File: src/rtl/efp_pkg.sv
// ----------------------------------------------------------------------------
// efp_pkg
// Shared widths, register indexes, mode codes, types and saturating helpers
// for the escape-time fractal pixel engine.
// ----------------------------------------------------------------------------
package efp_pkg;

  localparam int DATA_W      = 64;
  localparam int PIX_W       = 12;
  localparam int COORD_MAX_W = 16;
  localparam int COUNT_W     = 20;
  localparam int MODE_W      = 2;
  localparam int CFG_IDX_W   = 3;
  localparam int QUEUE_DEPTH = 2;

  localparam int COORD_BITS_DEF       = 12;
  localparam int ESCAPE_RADIUS_SQ_DEF = 4;
  localparam int FRACTION_BITS_DEF    = 48;

  localparam logic [DATA_W-1:0] DATA_MAX = {1'b0, {(DATA_W-1){1'b1}}};
  localparam logic [DATA_W-1:0] DATA_MIN = {1'b1, {(DATA_W-1){1'b0}}};

  localparam logic [COUNT_W-1:0] ITER_LIMIT_RST = 20'd256;

  // register indexes
  localparam logic [CFG_IDX_W-1:0] CFG_X_START    = 3'd0;
  localparam logic [CFG_IDX_W-1:0] CFG_Y_START    = 3'd1;
  localparam logic [CFG_IDX_W-1:0] CFG_X_STEP     = 3'd2;
  localparam logic [CFG_IDX_W-1:0] CFG_Y_STEP     = 3'd3;
  localparam logic [CFG_IDX_W-1:0] CFG_JULIA_RE   = 3'd4;
  localparam logic [CFG_IDX_W-1:0] CFG_JULIA_IM   = 3'd5;
  localparam logic [CFG_IDX_W-1:0] CFG_ITER_LIMIT = 3'd6;
  localparam logic [CFG_IDX_W-1:0] CFG_MODE       = 3'd7;

  // fractal modes
  localparam logic [MODE_W-1:0] MODE_MANDEL  = 2'd0;
  localparam logic [MODE_W-1:0] MODE_FIXED_C = 2'd1;
  localparam logic [MODE_W-1:0] MODE_DIST    = 2'd2;

  typedef struct packed {
    logic [DATA_W-1:0]  x_start;
    logic [DATA_W-1:0]  y_start;
    logic [DATA_W-1:0]  x_step;
    logic [DATA_W-1:0]  y_step;
    logic [DATA_W-1:0]  julia_re;
    logic [DATA_W-1:0]  julia_im;
    logic [COUNT_W-1:0] iteration_limit;
    logic [MODE_W-1:0]  fractal_mode;
  } cfg_t;

  // one classified point, front to back
  typedef struct packed {
    logic [DATA_W-1:0] zr;
    logic [DATA_W-1:0] zi;
    logic [DATA_W-1:0] cr;
    logic [DATA_W-1:0] ci;
    logic              deriv;
  } pt_t;

  typedef struct packed {
    logic              start;
    logic [DATA_W-1:0] a;
    logic [DATA_W-1:0] b;
  } mul_req_t;

  typedef struct packed {
    logic              busy;
    logic              done;
    logic [DATA_W-1:0] res;
  } mul_rsp_t;

  typedef enum logic [1:0] {
    F_IDLE,
    F_MAP,
    F_SUM,
    F_PUSH
  } front_state_e;

  typedef enum logic [3:0] {
    B_IDLE,
    B_CHECK,
    B_SQ_RE,
    B_SQ_IM,
    B_SUM,
    B_TEST,
    B_D_RR,
    B_D_II,
    B_D_RI,
    B_D_IR,
    B_D_SUM,
    B_D_UPD,
    B_Z_P,
    B_Z_UPD,
    B_DONE
  } back_state_e;

  function automatic logic [DATA_W-1:0] sat_add(logic [DATA_W-1:0] a, logic [DATA_W-1:0] b);
    logic [DATA_W:0] s;
    s = {a[DATA_W-1], a} + {b[DATA_W-1], b};
    if (s[DATA_W] != s[DATA_W-1]) return s[DATA_W] ? DATA_MIN : DATA_MAX;
    return s[DATA_W-1:0];
  endfunction

  function automatic logic [DATA_W-1:0] sat_sub(logic [DATA_W-1:0] a, logic [DATA_W-1:0] b);
    logic [DATA_W:0] s;
    s = {a[DATA_W-1], a} - {b[DATA_W-1], b};
    if (s[DATA_W] != s[DATA_W-1]) return s[DATA_W] ? DATA_MIN : DATA_MAX;
    return s[DATA_W-1:0];
  endfunction

  function automatic logic [DATA_W-1:0] sat_dbl(logic [DATA_W-1:0] a);
    if (a[DATA_W-1] != a[DATA_W-2]) return a[DATA_W-1] ? DATA_MIN : DATA_MAX;
    return {a[DATA_W-2:0], 1'b0};
  endfunction

  // escape bound in fixed point, clipped to the largest positive word
  function automatic logic [DATA_W-1:0] esc_thr(int esc, int fb);
    logic [2*DATA_W-1:0] w;
    w = (2*DATA_W)'(esc) << fb;
    if (w > (2*DATA_W)'(DATA_MAX)) return DATA_MAX;
    return w[DATA_W-1:0];
  endfunction

endpackage

File: src/rtl/efp_queue.sv
// ----------------------------------------------------------------------------
// efp_queue
// Small register FIFO between the mapping front and the iteration back.
// ----------------------------------------------------------------------------
module efp_queue import efp_pkg::*; #(
  parameter int WIDTH = $bits(pt_t),
  parameter int DEPTH = QUEUE_DEPTH
) (
  input  logic             clk_i,
  input  logic             rst_ni,
  input  logic             push_i,
  input  logic [WIDTH-1:0] data_i,
  output logic             full_o,
  input  logic             pop_i,
  output logic [WIDTH-1:0] data_o,
  output logic             empty_o
);

  localparam int PW = $clog2(DEPTH);
  localparam int NW = $clog2(DEPTH + 1);

  logic [WIDTH-1:0] mem_q [DEPTH];
  logic [PW-1:0]    wr_ptr_q, rd_ptr_q;
  logic [NW-1:0]    fill_q;

  assign full_o  = fill_q == NW'(DEPTH);
  assign empty_o = fill_q == '0;
  assign data_o  = mem_q[rd_ptr_q];

  always_ff @(posedge clk_i or negedge rst_ni) begin
    if (!rst_ni) begin
      wr_ptr_q <= '0;
      rd_ptr_q <= '0;
      fill_q   <= '0;
    end else begin
      if (push_i) wr_ptr_q <= (wr_ptr_q == PW'(DEPTH - 1)) ? '0 : wr_ptr_q + PW'(1);
      if (pop_i)  rd_ptr_q <= (rd_ptr_q == PW'(DEPTH - 1)) ? '0 : rd_ptr_q + PW'(1);
      if (push_i && !pop_i)      fill_q <= fill_q + NW'(1);
      else if (pop_i && !push_i) fill_q <= fill_q - NW'(1);
    end
  end

  always_ff @(posedge clk_i) begin
    if (push_i) mem_q[wr_ptr_q] <= data_i;
  end

  a_no_push_full: assert property (@(posedge clk_i) disable iff (!rst_ni)
    push_i |-> !full_o) else $error("push into full queue");

  a_no_pop_empty: assert property (@(posedge clk_i) disable iff (!rst_ni)
    pop_i |-> !empty_o) else $error("pop from empty queue");

endmodule

File: config.mk
export PLATFORM = sky130hd
export DESIGN_NAME = efp_queue
export DESIGN_NICKNAME = d
export VERILOG_FILES = /design/src/rtl/efp_pkg.sv /design/src/rtl/efp_queue.sv
export SDC_FILE = /design/constraint.sdc
export NUM_CORES = 1
export LEC_CHECK = 0
export BUFFER_PORTS_ARGS = -buffer_cell sky130_fd_sc_hd__buf_4
export CAP_MARGIN = 0
export CORE_MARGIN = 2
export CORE_UTILIZATION = 40
export CTS_CLUSTER_SIZE = 25
export DETAILED_ROUTE_END_ITERATION = 16
export GPL_TIMING_DRIVEN = 0
export RECOVER_POWER = 50
export SLEW_MARGIN = 25
export SYNTH_ARGS = -nofsm -noshare
export SYNTH_HDL_FRONTEND = slang
export SYNTH_SLANG_ARGS = --single-unit
File: constraint.sdc
create_clock -name clk_i -period 34.9 [get_ports clk_i]
set_input_delay 1.745 -clock clk_i [delete_from_list [all_inputs] [get_ports clk_i]]
set_output_delay 1.745 -clock clk_i [all_outputs]
set_load 0.03 [all_outputs]
======== Yosys cells after proc, flatten, opt, wreduce, memory -nomap -nowiden ========
Memories as Yosys holds them, arrays and structs flattened.
Cells that the tools add are included.
cells by class
  reductions and logical operators ........ 6
  add/subtract/negate cells ............... 4
  muxes and demuxes ....................... 6
  equal/unequal tests ..................... 1
operators with widths
  operator                                          count
  2-to-1 mux 1 bit                                  4
  2-to-1 mux 2 bit                                  2
  adder 1 bit, second input constant                2
  adder 2 x 1 -> 2 bit, second input constant       1
  equality test 2 bit, second input constant        1
  logical AND 1 bit                                 2
  zero test 1 bit                                   2
  zero test 2 bit                                   1
  nonzero test 2 bit                                1
  subtractor 2 x 1 -> 2 bit, second input constant  1
word-level totals
  memory bits (writable) .................. 514
  register bits after elaboration ......... 4
  logic and storage cells ................. 21
  memories ................................ 1
  output and inout port bits .............. 259
  input bits .............................. 261
memory list
  name   words  bits a word  rd ports  clocked after memory_dff  wr ports  RTL line         RTL
  mem_q  2      257          1         0                         1         efp_queue.sv:22  logic [WIDTH-1:0] mem_q [DEPTH];

======== Logic depth before layout (Yosys ltp) ========
  depth after elaboration ................. 4
  depth in mapped cells ................... 5
  mapped depth without buffers ............ 5

======== Worst setup path after synthesis ========
Ideal clock, no wire load.
  path kind ............................... input -> register
  from .................................... input port push_i
  to ...................................... memory mem_q[0][0] (netlist name), enable pin
  data required time ...................... 33990 ps
  cell stages on the path ................. 1
  setup slack ............................. 21186 ps
  buffers on the path ..................... 0
  setup time .............................. 910 ps
  arrival ................................. 12803 ps
  cell sequence ........................... nor2b_1
on the way
  word-level cells in the longest chain between the ends .. 2
RTL lines
  item                                    RTL line         RTL
  start: declaration                      efp_queue.sv:11  input logic push_i,
  2-to-1 mux 1 bit                        efp_queue.sv:44  if (push_i) mem_q[wr_ptr_q] <= data_i;
  2-to-1 mux 1 bit (not written as such)  efp_queue.sv:44
  end: declaration                        efp_queue.sv:22
No other way between the ends.

======== Final worst setup path ========
  from .................................... input port push_i
  to ...................................... memory mem_q[1][19] (netlist name), enable pin
Same word-level chain as after synthesis.

==> impl_results.md <==
- Initial Util: 0.4026
- Vias: 9654
- Clk_lat worst skew: 580 ps
- Row Count: 81
- Layout Nets: 1673
- Total gr overflow: 0
- Netlist cell types: 14
- Critical Path Sink Type: flop
- Port Buf Inserts: 519
- CTS Sinks: 518
- Crit Path Max Fanout: 47
- Wire per inst: 21.07 um
- Most common cell in the netlist: edfxtp_1
- CP Cell Sequence: clkbuf_1 > and2_0 > clkbuf_1 > buf_16 > buf_16
- First-pass GRT wire length: 63250 um
- Postcts setup bufs: 0
- Delay-heaviest family, CP: buffers and inverters
- Placed cell count: 1977
- CP Launch Type: primary input
- Failing checks: capacitance limit, slew limit
- Slew Limit Headroom: -0.5134
- Wire length on met2: 22060 um
- Die area: 50750 sq um
- Main flop type after synthesis: edfxtp_1
- Vias/cell: 4.641
- Top cell type's share of synthesized area: 0.7881
- Crit-path slowest cell: clkbuf_1
- Die Wd: 225.3 um
- Core ar.: 48650 sq um
- Synthesis warning total: 0
- # setup viols final: 0
- Post-Route WL: 43820 um
- Critical path class: in -> reg
- CTS tree: built
- Netlist Area Pre-Place: 19590 sq um
- Drt initial violations: 476
- Post-route antenna net violation count: 0
- Area contributors post-synth: edfxtp_1 (79%), mux2_4 (15%), mux2_2 (3.2%)
- CP max stage delay: 1700 ps
- Layout area overhead: 33.30%
- Bufs and invs on worst path: 4
- Fin cells: 2080
- Synth top cells by count: edfxtp_1 (514), mux2_4 (201), mux2_2 (56)
- Maxcap violations: 3
- WP data required: 35150 ps
- GPL Wtd Cong: 0.7372
- Bufs on Longest Clock Path: 3
- Worst Skew: 11.77 ps
- Wl on met1: 16010 um
- Worst-margin pin slew: 2270 ps
- Slew Viols, Final: 103
- Max Fclk: 181.2 MHz
- CTS root buffer: clkbuf_16
- Setup TNS: 0 ps
- Syn avg cell area: 24.00 sq um
- DR pass1 iterations: 4
- Total CTS buffers: 54
- Part of the cycle the worst path needs: 0.1582
- Post_cts resized: 0
- Number of global-route vias before repair: 10217
- Pin count of the biggest net entering global routing: 48
- Syn_nets: 1078
- Worst-path clk slew: 50 ps
- Share of cells above drive strength 1: 0.5789
- Post-synthesis register bit count: 518
- Hold Path Class: reg -> reg
- CP Data Arrival Time: 5770 ps
- Leak: 10.20 nW
- Unrepaired setup endpoints after global routing: no
- Top Layer Used: met5
- I/O pins: 520
- Fillers: 3936
- Post-synth EDFFs: 514
- Status: finished, violations left
- PwrDens: 90.04 nW/um^2
- Initial antenna violation count: 11
- Worst VDD drop: 0.05858 mV
- DR WL met3: 4472 um
- Fin worst setup slack: 29380 ps
- All-layer global routing usage: 0.1687
- DP HPWL: 31730 um
- Area leader, netlist: edfxtp_1
- Post-synthesis sequential area ratio: 0.7932
- Hold Violations, Final: 0
- DRC errors left: 0
- Mapped Cells: 816
- Post-synth ARST share: 0.007722
- Worst slack, placed: 31230 ps
- CTS H-tree depth: 2
- Final min period: 5520 ps
- # hold bufs at CTS: 0
- DIE HEIGHT: 225.3 um
where the power goes:
group | total (mW) | switching (mW) | internal [mW]
Combinational | 0.965 | 0.547 | 0.418
Clock | 0.534 | 0.224 | 0.310
Sequential | 0.851 | 0.0258 | 0.826
state kept, by name, summed over array words and instances, names as in the netlist:
register	count
fill_q	2
rd_ptr_q	1
wr_ptr_q	1
mem_q	514
kinds of logic (layout without fill, tap and decap cells):
group / after synthesis / count (layout) / synth area share
flops: 518 / 518 / 0.7932
mux: 257 / 257 / 0.1863
buf+inv: 30 / 665 / 0.01629
xor+xnor: 5 / 5 / 0.002236
simple gates: 5 / 5 / 0.001342
fa+ha+maj: 1 / 1 / 0.0006388
other cells: 0 / 7 / 0
per-stage QoR:
step / instance area, sq um / power (mW) / hold slack [ps] / utilization
3_3_place_gp: 24260 / 1.897 / 472.3 / 0.4987
5_1_grt: 26100 / 2.448 / 519.2 / 0.5365
4_1_cts: 26390 / 2.396 / 499.7 / 0.5425
6_report: 26110 / 2.351 / 493.6 / 0.5367
3_5_place_dp: 24750 / 1.857 / 488.8 / 0.5087
2_1_floorplan: 19590 / 1.545 / 455.5 / -
worst register-to-register path, stage by stage (launching register included):
cell and delay, ps:
dfrtp_1 380, and2_0 1420, clkbuf_1 1700, buf_16 310, buf_16 330
path summary, 6_finish.rpt:
kind / from / endpoint / slack [ps] / cells past startpoint
setup / recovery: push_i / mem_q[1][19] / 29380 / 5
hold / removal: fill_q[1] / fill_q[1] / 490 / 1
setup reg to reg: wr_ptr_q / mem_q[1][19] / 30390 / 4
hold reg to reg: fill_q[1] / fill_q[1] / 490 / 1
max in group asynchronous: rst_ni / fill_q[1] / 33690 / 1
min in group asynchronous: rst_ni / rd_ptr_q / 1000 / 1
cells in the final DEF, fill, tap and decap left out, types with 6 or more instances in the layout:
cell type and count:
clkinv_2 10, mux2_2 56, clkbuf_1 68, buf_4 259, clkbuf_4 210, clkinv_1 12
buf_12 6, buf_6 24, buf_16 8, edfxtp_1 514, clkbuf_16 57, diode_2 7
mux2_4 201
routing by layer:
layer	track usage	vias to the layer above
met1	0.1892	4736
met5	0	-
met2	0.2872	343
li1	-	4483
met3	0.07445	82
met4	0.05576	10
cell type report:
cell class                      count  area [sq um]  share of cell area
Multi-Input combinational cell    268          3731              0.1429
Tap cell                          622         778.2             0.02981
Sequential cell                   518         15530              0.5951
Clock buffer                       71          1479             0.05665
Timing Repair Buffer              539          4083              0.1564
Inverter                            1         3.754           0.0001438
Antenna cell                        7         17.52           0.0006710
Buffer                             29         315.3             0.01208
Clock inverter                     25         163.9            0.006278
No activity file was read; power rests on OpenSTA's default activity.
