File: src/rtl/efp_pkg.sv
// ----------------------------------------------------------------------------
// efp_pkg
// Shared widths, register indexes, mode codes, types and saturating helpers
// for the escape-time fractal pixel engine.
// ----------------------------------------------------------------------------
package efp_pkg;

  localparam int DATA_W      = 64;
  localparam int PIX_W       = 12;
  localparam int COORD_MAX_W = 16;
  localparam int COUNT_W     = 20;
  localparam int MODE_W      = 2;
  localparam int CFG_IDX_W   = 3;
  localparam int QUEUE_DEPTH = 2;

  localparam int COORD_BITS_DEF       = 12;
  localparam int ESCAPE_RADIUS_SQ_DEF = 4;
  localparam int FRACTION_BITS_DEF    = 48;

  localparam logic [DATA_W-1:0] DATA_MAX = {1'b0, {(DATA_W-1){1'b1}}};
  localparam logic [DATA_W-1:0] DATA_MIN = {1'b1, {(DATA_W-1){1'b0}}};

  localparam logic [COUNT_W-1:0] ITER_LIMIT_RST = 20'd256;

  // register indexes
  localparam logic [CFG_IDX_W-1:0] CFG_X_START    = 3'd0;
  localparam logic [CFG_IDX_W-1:0] CFG_Y_START    = 3'd1;
  localparam logic [CFG_IDX_W-1:0] CFG_X_STEP     = 3'd2;
  localparam logic [CFG_IDX_W-1:0] CFG_Y_STEP     = 3'd3;
  localparam logic [CFG_IDX_W-1:0] CFG_JULIA_RE   = 3'd4;
  localparam logic [CFG_IDX_W-1:0] CFG_JULIA_IM   = 3'd5;
  localparam logic [CFG_IDX_W-1:0] CFG_ITER_LIMIT = 3'd6;
  localparam logic [CFG_IDX_W-1:0] CFG_MODE       = 3'd7;

  // fractal modes
  localparam logic [MODE_W-1:0] MODE_MANDEL  = 2'd0;
  localparam logic [MODE_W-1:0] MODE_FIXED_C = 2'd1;
  localparam logic [MODE_W-1:0] MODE_DIST    = 2'd2;

  typedef struct packed {
    logic [DATA_W-1:0]  x_start;
    logic [DATA_W-1:0]  y_start;
    logic [DATA_W-1:0]  x_step;
    logic [DATA_W-1:0]  y_step;
    logic [DATA_W-1:0]  julia_re;
    logic [DATA_W-1:0]  julia_im;
    logic [COUNT_W-1:0] iteration_limit;
    logic [MODE_W-1:0]  fractal_mode;
  } cfg_t;

  // one classified point, front to back
  typedef struct packed {
    logic [DATA_W-1:0] zr;
    logic [DATA_W-1:0] zi;
    logic [DATA_W-1:0] cr;
    logic [DATA_W-1:0] ci;
    logic              deriv;
  } pt_t;

  typedef struct packed {
    logic              start;
    logic [DATA_W-1:0] a;
    logic [DATA_W-1:0] b;
  } mul_req_t;

  typedef struct packed {
    logic              busy;
    logic              done;
    logic [DATA_W-1:0] res;
  } mul_rsp_t;

  typedef enum logic [1:0] {
    F_IDLE,
    F_MAP,
    F_SUM,
    F_PUSH
  } front_state_e;

  typedef enum logic [3:0] {
    B_IDLE,
    B_CHECK,
    B_SQ_RE,
    B_SQ_IM,
    B_SUM,
    B_TEST,
    B_D_RR,
    B_D_II,
    B_D_RI,
    B_D_IR,
    B_D_SUM,
    B_D_UPD,
    B_Z_P,
    B_Z_UPD,
    B_DONE
  } back_state_e;

  function automatic logic [DATA_W-1:0] sat_add(logic [DATA_W-1:0] a, logic [DATA_W-1:0] b);
    logic [DATA_W:0] s;
    s = {a[DATA_W-1], a} + {b[DATA_W-1], b};
    if (s[DATA_W] != s[DATA_W-1]) return s[DATA_W] ? DATA_MIN : DATA_MAX;
    return s[DATA_W-1:0];
  endfunction

  function automatic logic [DATA_W-1:0] sat_sub(logic [DATA_W-1:0] a, logic [DATA_W-1:0] b);
    logic [DATA_W:0] s;
    s = {a[DATA_W-1], a} - {b[DATA_W-1], b};
    if (s[DATA_W] != s[DATA_W-1]) return s[DATA_W] ? DATA_MIN : DATA_MAX;
    return s[DATA_W-1:0];
  endfunction

  function automatic logic [DATA_W-1:0] sat_dbl(logic [DATA_W-1:0] a);
    if (a[DATA_W-1] != a[DATA_W-2]) return a[DATA_W-1] ? DATA_MIN : DATA_MAX;
    return {a[DATA_W-2:0], 1'b0};
  endfunction

  // escape bound in fixed point, clipped to the largest positive word
  function automatic logic [DATA_W-1:0] esc_thr(int esc, int fb);
    logic [2*DATA_W-1:0] w;
    w = (2*DATA_W)'(esc) << fb;
    if (w > (2*DATA_W)'(DATA_MAX)) return DATA_MAX;
    return w[DATA_W-1:0];
  endfunction

endpackage

File: src/rtl/efp_if.sv
// ----------------------------------------------------------------------------
// efp interfaces
// Valid/ready channels for pixel words, result words and register writes.
// ----------------------------------------------------------------------------
interface efp_pixel_if import efp_pkg::*; ();
  logic             valid;
  logic             ready;
  logic [PIX_W-1:0] pixel_col;
  logic [PIX_W-1:0] pixel_row;

  modport source (output valid, pixel_col, pixel_row, input ready);
  modport sink   (input valid, pixel_col, pixel_row, output ready);
endinterface


File: src/rtl/efp_front.sv
// ----------------------------------------------------------------------------
// efp_front
// Accepts pixel words, maps column and row to a point with a bit-serial
// multiply by the step registers, picks c by mode and queues the point.
// ----------------------------------------------------------------------------
module efp_front import efp_pkg::*; #(
  parameter int COORD_BITS = COORD_BITS_DEF
) (
  input  logic  clk_i,
  input  logic  rst_ni,
  efp_pixel_if.sink pix_i,
  input  cfg_t  cfg_i,
  output pt_t   ent_o,
  output logic  push_o,
  input  logic  full_i
);

  localparam int AW = DATA_W + COORD_BITS + 1;
  localparam int CW = $clog2(COORD_BITS + 1);

  front_state_e state_q, state_d;
  logic [CW-1:0]         cnt_q, cnt_d;
  logic [COORD_BITS-1:0] col_q, row_q;
  logic [AW-1:0]         acc_x_q, acc_y_q;
  pt_t                   ent_q;

  logic                  accept;
  logic [AW-1:0]         step_x_ext, step_y_ext;
  logic [DATA_W-1:0]     px_d, py_d;
  logic                  julia;

  function automatic logic [DATA_W-1:0] fit64(logic [AW-1:0] v);
    logic [AW-DATA_W:0] upper;
    upper = v[AW-1:DATA_W-1];
    if (&upper || ~|upper) return v[DATA_W-1:0];
    return v[AW-1] ? DATA_MIN : DATA_MAX;
  endfunction

  assign accept     = pix_i.valid && pix_i.ready;
  assign step_x_ext = {{(COORD_BITS+1){cfg_i.x_step[DATA_W-1]}}, cfg_i.x_step};
  assign step_y_ext = {{(COORD_BITS+1){cfg_i.y_step[DATA_W-1]}}, cfg_i.y_step};
  assign julia      = cfg_i.fractal_mode == MODE_FIXED_C;

  always_comb begin
    px_d = sat_add(fit64(acc_x_q), cfg_i.x_start);
    py_d = sat_add(fit64(acc_y_q), cfg_i.y_start);
  end

  always_comb begin
    state_d = state_q;
    cnt_d   = cnt_q;
    unique case (state_q)
      F_IDLE: begin
        if (pix_i.valid) begin
          state_d = F_MAP;
          cnt_d   = CW'(COORD_BITS);
        end
      end
      F_MAP: begin
        cnt_d = cnt_q - CW'(1);
        if (cnt_q == CW'(1)) state_d = F_SUM;
      end
      F_SUM: state_d = F_PUSH;
      F_PUSH: begin
        if (!full_i) state_d = F_IDLE;
      end
      default: state_d = F_IDLE;
    endcase
  end

  always_comb begin
    pix_i.ready = state_q == F_IDLE;
    push_o      = (state_q == F_PUSH) && !full_i;
  end

  always_ff @(posedge clk_i or negedge rst_ni) begin
    if (!rst_ni) begin
      state_q <= F_IDLE;
      cnt_q   <= '0;
    end else begin
      state_q <= state_d;
      cnt_q   <= cnt_d;
    end
  end

  // msb-first shift and add, index times step is exact until the final clip
  always_ff @(posedge clk_i) begin
    if (accept) begin
      col_q   <= COORD_BITS'(COORD_MAX_W'(pix_i.pixel_col));
      row_q   <= COORD_BITS'(COORD_MAX_W'(pix_i.pixel_row));
      acc_x_q <= '0;
      acc_y_q <= '0;
    end else if (state_q == F_MAP) begin
      acc_x_q <= (acc_x_q << 1) + (col_q[COORD_BITS-1] ? step_x_ext : '0);
      acc_y_q <= (acc_y_q << 1) + (row_q[COORD_BITS-1] ? step_y_ext : '0);
      col_q   <= col_q << 1;
      row_q   <= row_q << 1;
    end else if (state_q == F_SUM) begin
      ent_q.zr    <= px_d;
      ent_q.zi    <= py_d;
      ent_q.cr    <= julia ? cfg_i.julia_re : px_d;
      ent_q.ci    <= julia ? cfg_i.julia_im : py_d;
      ent_q.deriv <= cfg_i.fractal_mode == MODE_DIST;
    end
  end

  assign ent_o = ent_q;

endmodule

File: src/flat_wrapper.sv
// flat-port wrapper written by rule: the top's interface ports become plain ports
module efp_front_flat import efp_pkg::*;
#(
  parameter int COORD_BITS = COORD_BITS_DEF
)
  (clk_i, rst_ni, cfg_i, ent_o, push_o, full_i, pix_i_valid, pix_i_pixel_col, pix_i_pixel_row, pix_i_ready);
  efp_pixel_if pix_i_i ();
  input  logic clk_i;
  input  logic rst_ni;
  input  cfg_t cfg_i;
  output pt_t ent_o;
  output logic push_o;
  input  logic full_i;
  input wire logic [$bits(pix_i_i.valid)-1:0] pix_i_valid;
  input wire logic [$bits(pix_i_i.pixel_col)-1:0] pix_i_pixel_col;
  input wire logic [$bits(pix_i_i.pixel_row)-1:0] pix_i_pixel_row;
  output wire logic [$bits(pix_i_i.ready)-1:0] pix_i_ready;
  assign pix_i_i.valid = pix_i_valid;
  assign pix_i_i.pixel_col = pix_i_pixel_col;
  assign pix_i_i.pixel_row = pix_i_pixel_row;
  assign pix_i_ready = pix_i_i.ready;
  efp_front #(.COORD_BITS(COORD_BITS)) u_core (.clk_i(clk_i), .rst_ni(rst_ni), .pix_i(pix_i_i), .cfg_i(cfg_i), .ent_o(ent_o), .push_o(push_o), .full_i(full_i));
endmodule
File: config.mk
export PLATFORM = sky130hd
export DESIGN_NAME = efp_front_flat
export DESIGN_NICKNAME = d
export VERILOG_FILES = /design/src/rtl/efp_pkg.sv /design/src/rtl/efp_if.sv /design/src/rtl/efp_front.sv /design/src/flat_wrapper.sv
export SDC_FILE = /design/constraint.sdc
export NUM_CORES = 1
export LEC_CHECK = 0
export BUFFER_PORTS_ARGS = -buffer_cell sky130_fd_sc_hd__buf_4
export CAP_MARGIN = 5
export CORE_AREA = 2 2 271 273
export DETAILED_ROUTE_END_ITERATION = 8
export DIE_AREA = 0 0 273 275
export MAX_ROUTING_LAYER = met4
export PLACE_DENSITY_LB_ADDON = 0.3
export REMOVE_ABC_BUFFERS = 1
export SKIP_LAST_GASP = 1
export SLEW_MARGIN = 25
export SYNTH_ARGS = -nofsm -noshare
export SYNTH_HDL_FRONTEND = slang
export SYNTH_SLANG_ARGS = --single-unit
File: constraint.sdc
create_clock -name clk_i -period 9.42 [get_ports clk_i]
set_input_delay 1.413 -clock clk_i [delete_from_list [all_inputs] [get_ports clk_i]]
set_output_delay 1.413 -clock clk_i [all_outputs]
set_load 0.005 [all_outputs]
* Word level (Yosys, flattened, before mapping)
Index checks and enable logic that the tools add are counted.
** Word-level totals
- Word-level logic and storage cells :: 76
- Register bits :: 441
** Operators by class
- Bitwise gates (word level) :: 2
- Reductions and logical operators :: 17
- Add/sub/neg operators :: 5
- Equal/unequal tests :: 11
- Muxes and demuxes :: 30
** Operator list (number)
- $mux 64 :: 14
- $add 77x77->77 :: 2
- $mux 77 :: 2
- $add 64x64->65 :: 2
- $mux 12 :: 4
- $reduce_and 14->1 :: 2
- $reduce_or 14->1 :: 2
- $pmux 2 s4 :: 1
- $pmux 4 s2 :: 1
- $eq 2x2->1 const B :: 3
- $mux 2 :: 3
- $reduce_and 3->1 :: 2
- $eq 2x1->1 const B :: 2
- $eq 4x1->1 const B :: 1
- $mux 1 :: 4
- $mux 4 :: 1
- $ne 2x2->1 const B :: 2
- $reduce_bool 2->1 :: 2
- $sub 4x1->4 const B :: 1
- $logic_not 1->1 :: 3
- $logic_and 1x1->1 :: 2
- $logic_not 2->1 :: 1
- $logic_or 1x1->1 :: 2
- $ne 1x1->1 :: 2
- 3 further kinds :: 4

* Depth between registers and ports, before layout
- Depth after elaboration :: 10
- Depth in mapped cells :: 22

* Worst setup path after synthesis
Ideal clock, no wire load.
- Path type :: register -> register
- From :: register u_core.state_q[0]
- To :: register u_core.ent_q, in the netlist u_core.ent_o[0] (enable)
- Slack :: 2341 ps
- Arrival time :: 6426 ps
- Data required time :: 8767 ps
- Period minus slack after synthesis :: 7079 ps
- Cell stages (with the launch flop) :: 3
- Cells stage by stage :: dfrtp_1 -> inv_1 -> ha_1
** On the way
- Word-level cells in the longest chain between the ends :: 4
- Elaborated cells between the ends (all ways) :: 7
- Classes of those cells :: eq/ne (2); bitwise (2); reduce/logical (3)
** Ends and longest elaborated chain
- from (decl) :: RTL line efp_front.sv:21 : front_state_e state_q, state_d;
- from (signal assigned) :: RTL line efp_front.sv:81 : state_q <= state_d;
- $logic_not 2->1 :: RTL line efp_front.sv:72 : pix_i.ready = state_q == F_IDLE;
- $logic_and 1x1->1 :: RTL line efp_front.sv:39 : assign accept = pix_i.valid && pix_i.ready;
- $not 1->1 (no source line)
- $reduce_and 3->1 (no source line) *
- to (decl) :: RTL line efp_front.sv:25 : pt_t ent_q;
Every way passes the cells marked *; elsewhere a longest branch is shown, timed or not.
A chain may end at the register's enable or synchronous reset.

* Worst setup path in the final report
- From :: register u_core.acc_y_q[69]
- To :: register u_core.ent_q, in the netlist u_core.ent_o[63], data pin
** On the way
- Word-level cells in the longest chain between the ends :: 10
- Elaborated cells between the ends (all ways) :: 13
- Classes of those cells :: add/sub (1); eq/ne (1); mux (7); reduce/logical (4)
** Ends and longest elaborated chain
- from (decl) :: RTL line efp_front.sv:24 : logic [AW-1:0] acc_x_q, acc_y_q;
- from (signal assigned) :: RTL line efp_front.sv:95 : acc_y_q <= (acc_y_q << 1) + (row_q[COORD_BITS-1] ? step_y_ext : '0);
- $reduce_or 14->1 :: RTL line efp_front.sv:35 : if (&upper || ~|upper) return v[DATA_W-1:0];
- $logic_not 1->1 :: RTL line efp_front.sv:35
- $logic_or 1x1->1 * :: RTL line efp_front.sv:35
- $mux 1 * :: RTL line efp_front.sv:35
- $mux 64 * :: RTL line efp_front.sv:36 : return v[AW-1] ? DATA_MIN : DATA_MAX;
- $add 64x64->65 * :: RTL line efp_pkg.sv:99 : s = {a[DATA_W-1], a} + {b[DATA_W-1], b};
- $mux 64 or $ne 1x1->1 (tied branches) :: RTL line efp_pkg.sv:100 : if (s[DATA_W] != s[DATA_W-1]) return s[DATA_W] ? DATA_MIN : DATA_MAX;
- $mux 64 or $mux 1 (tied branches) :: RTL line efp_pkg.sv:100
- $mux 64 * :: RTL line efp_pkg.sv:101 : return s[DATA_W-1:0];
- named net u_core.py_d[62] :: RTL line efp_front.sv:29 : logic [DATA_W-1:0] px_d, py_d;
- $mux 64 * :: RTL line efp_front.sv:102 : ent_q.ci <= julia ? cfg_i.julia_im : py_d;
Mark *: on every way through the listed nets, which the timed path passes. The rest lies on a longest branch. The select of a mux whose other input is x is not followed.

==> results.toml <==
[timing]
min_period_over_period_pct = 75.2
hold_ws_ns = 0.489
fin_tns_setup_ns = 0
setup-violations-final = 0
setup_ws_ns = 2.34
rsz0062_at_grt = "no"
hold_viol_final = 0
slew_headroom_pct = 29.0
min_period_ns = 7.08
max_freq_ghz = 0.141
finalClockSkew_ns = 0.0405
worstMarginPinSlew_ns = 1.06
finalMaxSlewViolations = 0

[setup_path]
reg2reg_slack_ns = 2.34
critPathRequiredTime_ns = 9.79
arrival_ns = 7.45
cp-start-kind = "register"
startpoint = "u_core.acc_y_q[69]"
r2r_start = "u_core.acc_y_q[69]"
crit_type = "register to register"
path_max_fanout = 47
crit_path_end_kind = "register"

[floorplan]
fp.dieW_um = 273
io_pins = 693
rows = 99
die_h_um = 275
floorplan.initialDensity_pct = 50.0
die_area_sq_um = 75100
core_area_sq_um = 72300

[clock_tree]
holdBufCountCts = 0
cts_sinks = 441
clkLatencyLatePin_ns = 0.62
numCtsBuffers = 53
post_cts_buffers = 0
root_buffer = "clkbuf_16"
cts_max_level = 2
path_clk_slew_ns = 0.06
clock_path_buffers = 3
cts_tree = "built"
cts.repair.resized = 0

[synthesis]
yosysSeqAreaShare_pct = 32.3
synth_async_sr_flop_share_pct = 1.36
synth_edf_count = 281
netlist_area_sq_um = 36100
yosys.cell_types.count = 86
synthCells = 4289
synth_flop_cell = "edfxtp_1"
synth_warnings = 0
syn_area_per_cell_sq_um = 8.43
synth.ff_latch_count = 441

[global_routing]
grt-ovfl-total = 0
grt_usage_pct = 33.0
grt_most_used_layer = "met2"
use_met2_pct = 49.9
grt_pass1_vias = 31870
met3_usage_pct = 5.48
antenna_found_initial = 20
grt_pass1_wl_um = 187000
grt_max_degree = 170
met1_usage_pct = 44.8

[status]
outcome = "finished, final reports clean"

[worst_hold_path]
hold_start = "u_core.acc_y_q[73]"
hp-class = "register to register"

[cells_and_area]
nets = 5514
final_area_sq_um = 43500
drive_gt1_share_pct = 19.9
syn_to_final_growth_pct = 20.4

[power]
p_per_area_nw_per_um2 = 426
vdd_drop_max_uv = 237
p_leak_nw = 18.9
total_power_mw = 18.5

[detailed_routing]
drt-total-wl_um = 127000
drt-initial-drc-count = 3417
vias_per_cell = 5.92
drt_pass1_iterations = 6
drcViolationCount = 0
vias = 34463
drtAntennaViolNets = 0
routedWlPerCell_um = 21.8

[place]
io_buffers = 672
dp_slack_ns = 2.35
post_dp_cell_area_sq_um = 41600
gp_congestion = 0.956
hpwl_um = 101000

[flow_run]
drv_cap = 0
## routing by layer
metal	vias up	part of all wire, %
li1	16643	-
met1	16208	44
met2	1431	45
met3	181	7.9
met4	0	3.2
met5	-	0
## cells by family (layout without fill, tap and decap cells)
kind of cell | count (synthesis) | after routing | share of synthesized area (%)
compound gates | 1376 | 1376 | 23.4
simple gates | 1264 | 1264 | 17.0
buf+inv | 462 | 1009 | 4.99
flops | 441 | 441 | 32.3
fa+ha+maj | 288 | 288 | 10.1
xor+xnor | 258 | 258 | 6.25
mux | 200 | 200 | 5.94
other cells | 0 | 23 | 0
## power breakdown
part	switching (mW)	leakage (nW)	internal, mW	total, mW
Sequential	0.528	4.00	3.69	4.22
Combinational	7.36	14.1	4.79	12.1
Clock	0.909	0.867	1.25	2.16
Total	8.79	18.9	9.73	18.5
## path summary, 6_finish.rpt
check                                          end  depth (start not counted)
worst max-delay path              u_core.ent_o[63]                         20
worst min-delay path            u_core.acc_y_q[73]                          2
worst max register to register    u_core.ent_o[63]                         20
worst min register to register  u_core.acc_y_q[73]                          2
max in group asynchronous          u_core.cnt_q[2]                          1
min in group asynchronous        u_core.state_q[0]                          1
## worst max-delay path, cell delays in order (launching register included)
cell,delay [ns]
dfxtp_1,0.41
nor4_1,0.09
nand4_1,0.26
nor2_1,0.13
a21oi_4,0.58
buf_4,0.43
o21ai_0,0.13
ha_1,0.27
fa_1,0.43
a211oi_1,0.34
o21ai_1,0.20
a31oi_2,0.26
a211oi_1,0.15
o31a_2,0.40
a31oi_4,0.30
o21a_2,0.61
nor3_4,0.26
mux2i_4,0.32
buf_4,0.59
o21ai_1,0.28
mux2_2,0.33
## synthesized netlist by cell type (all sizes together), types with 93 or more instances
| cell type | n | area [sq um] |
|---|---|---|
| a21o | 171 | 1280 |
| a21oi | 388 | 1950 |
| and2 | 144 | 901 |
| clkbuf | 209 | 786 |
| dfxtp | 154 | 3080 |
| edfxtp | 281 | 8440 |
| ha | 284 | 3550 |
| inv | 216 | 811 |
| mux2 | 107 | 1200 |
| mux2i | 93 | 943 |
| nand2 | 366 | 1370 |
| nand3 | 106 | 581 |
| nand4 | 101 | 632 |
| nor2 | 289 | 1080 |
| o21ai | 443 | 2300 |
| xnor2 | 152 | 1330 |
| xor2 | 106 | 928 |
## flip-flops by register name (all words and copies together), names as in the netlist
| name | flops |
|---|---|
| u_core.state_q | 2 |
| u_core.ent_o | 257 |
| u_core.col_q | 12 |
| u_core.cnt_q | 4 |
| u_core.acc_y_q | 77 |
| u_core.row_q | 12 |
| u_core.acc_x_q | 77 |
## cell usage in the layout (no fill, tap or decap), types with 19 or more instances in the layout
cell type / instances
a211oi_1: 26
a21boi_0: 19
a21o_1: 171
a21oi_1: 385
a31oi_1: 46
and2_1: 143
and3_1: 27
buf_4: 693
clkbuf_16: 54
dfxtp_1: 154
diode_2: 23
edfxtp_1: 281
ha_1: 282
inv_1: 214
mux2_2: 107
mux2i_1: 92
nand2_1: 365
nand2b_1: 36
nand3_1: 96
nand4_1: 101
nor2_1: 287
nor2b_1: 28
nor3_1: 89
o211ai_1: 23
o21a_1: 42
o21ai_0: 399
o21ai_1: 22
o21ai_2: 21
o21bai_1: 68
o22ai_1: 29
xnor2_1: 152
xor2_1: 106
## area by class of cell
cell class / instances / area (sq um)
Antenna cell: 23 / 57.6
Fill cell: 6652 / 28800
Clock buffer: 66 / 1430
Clock inverter: 33 / 365
Timing Repair Buffer: 694 / 5220
Multi-Input combinational cell: 3386 / 22800
Inverter: 216 / 811
Sequential cell: 441 / 11700
Tap cell: 959 / 1200
## through the flow
stage                     instances  util (%)
final                          5818      60.1
after global placement         5696      57.6
after CTS                      5795      60.0
after floorplan                4043         -
after global routing           5815      60.1
after detailed placement       5696      57.6
Power figures use the tool's default switching activity.
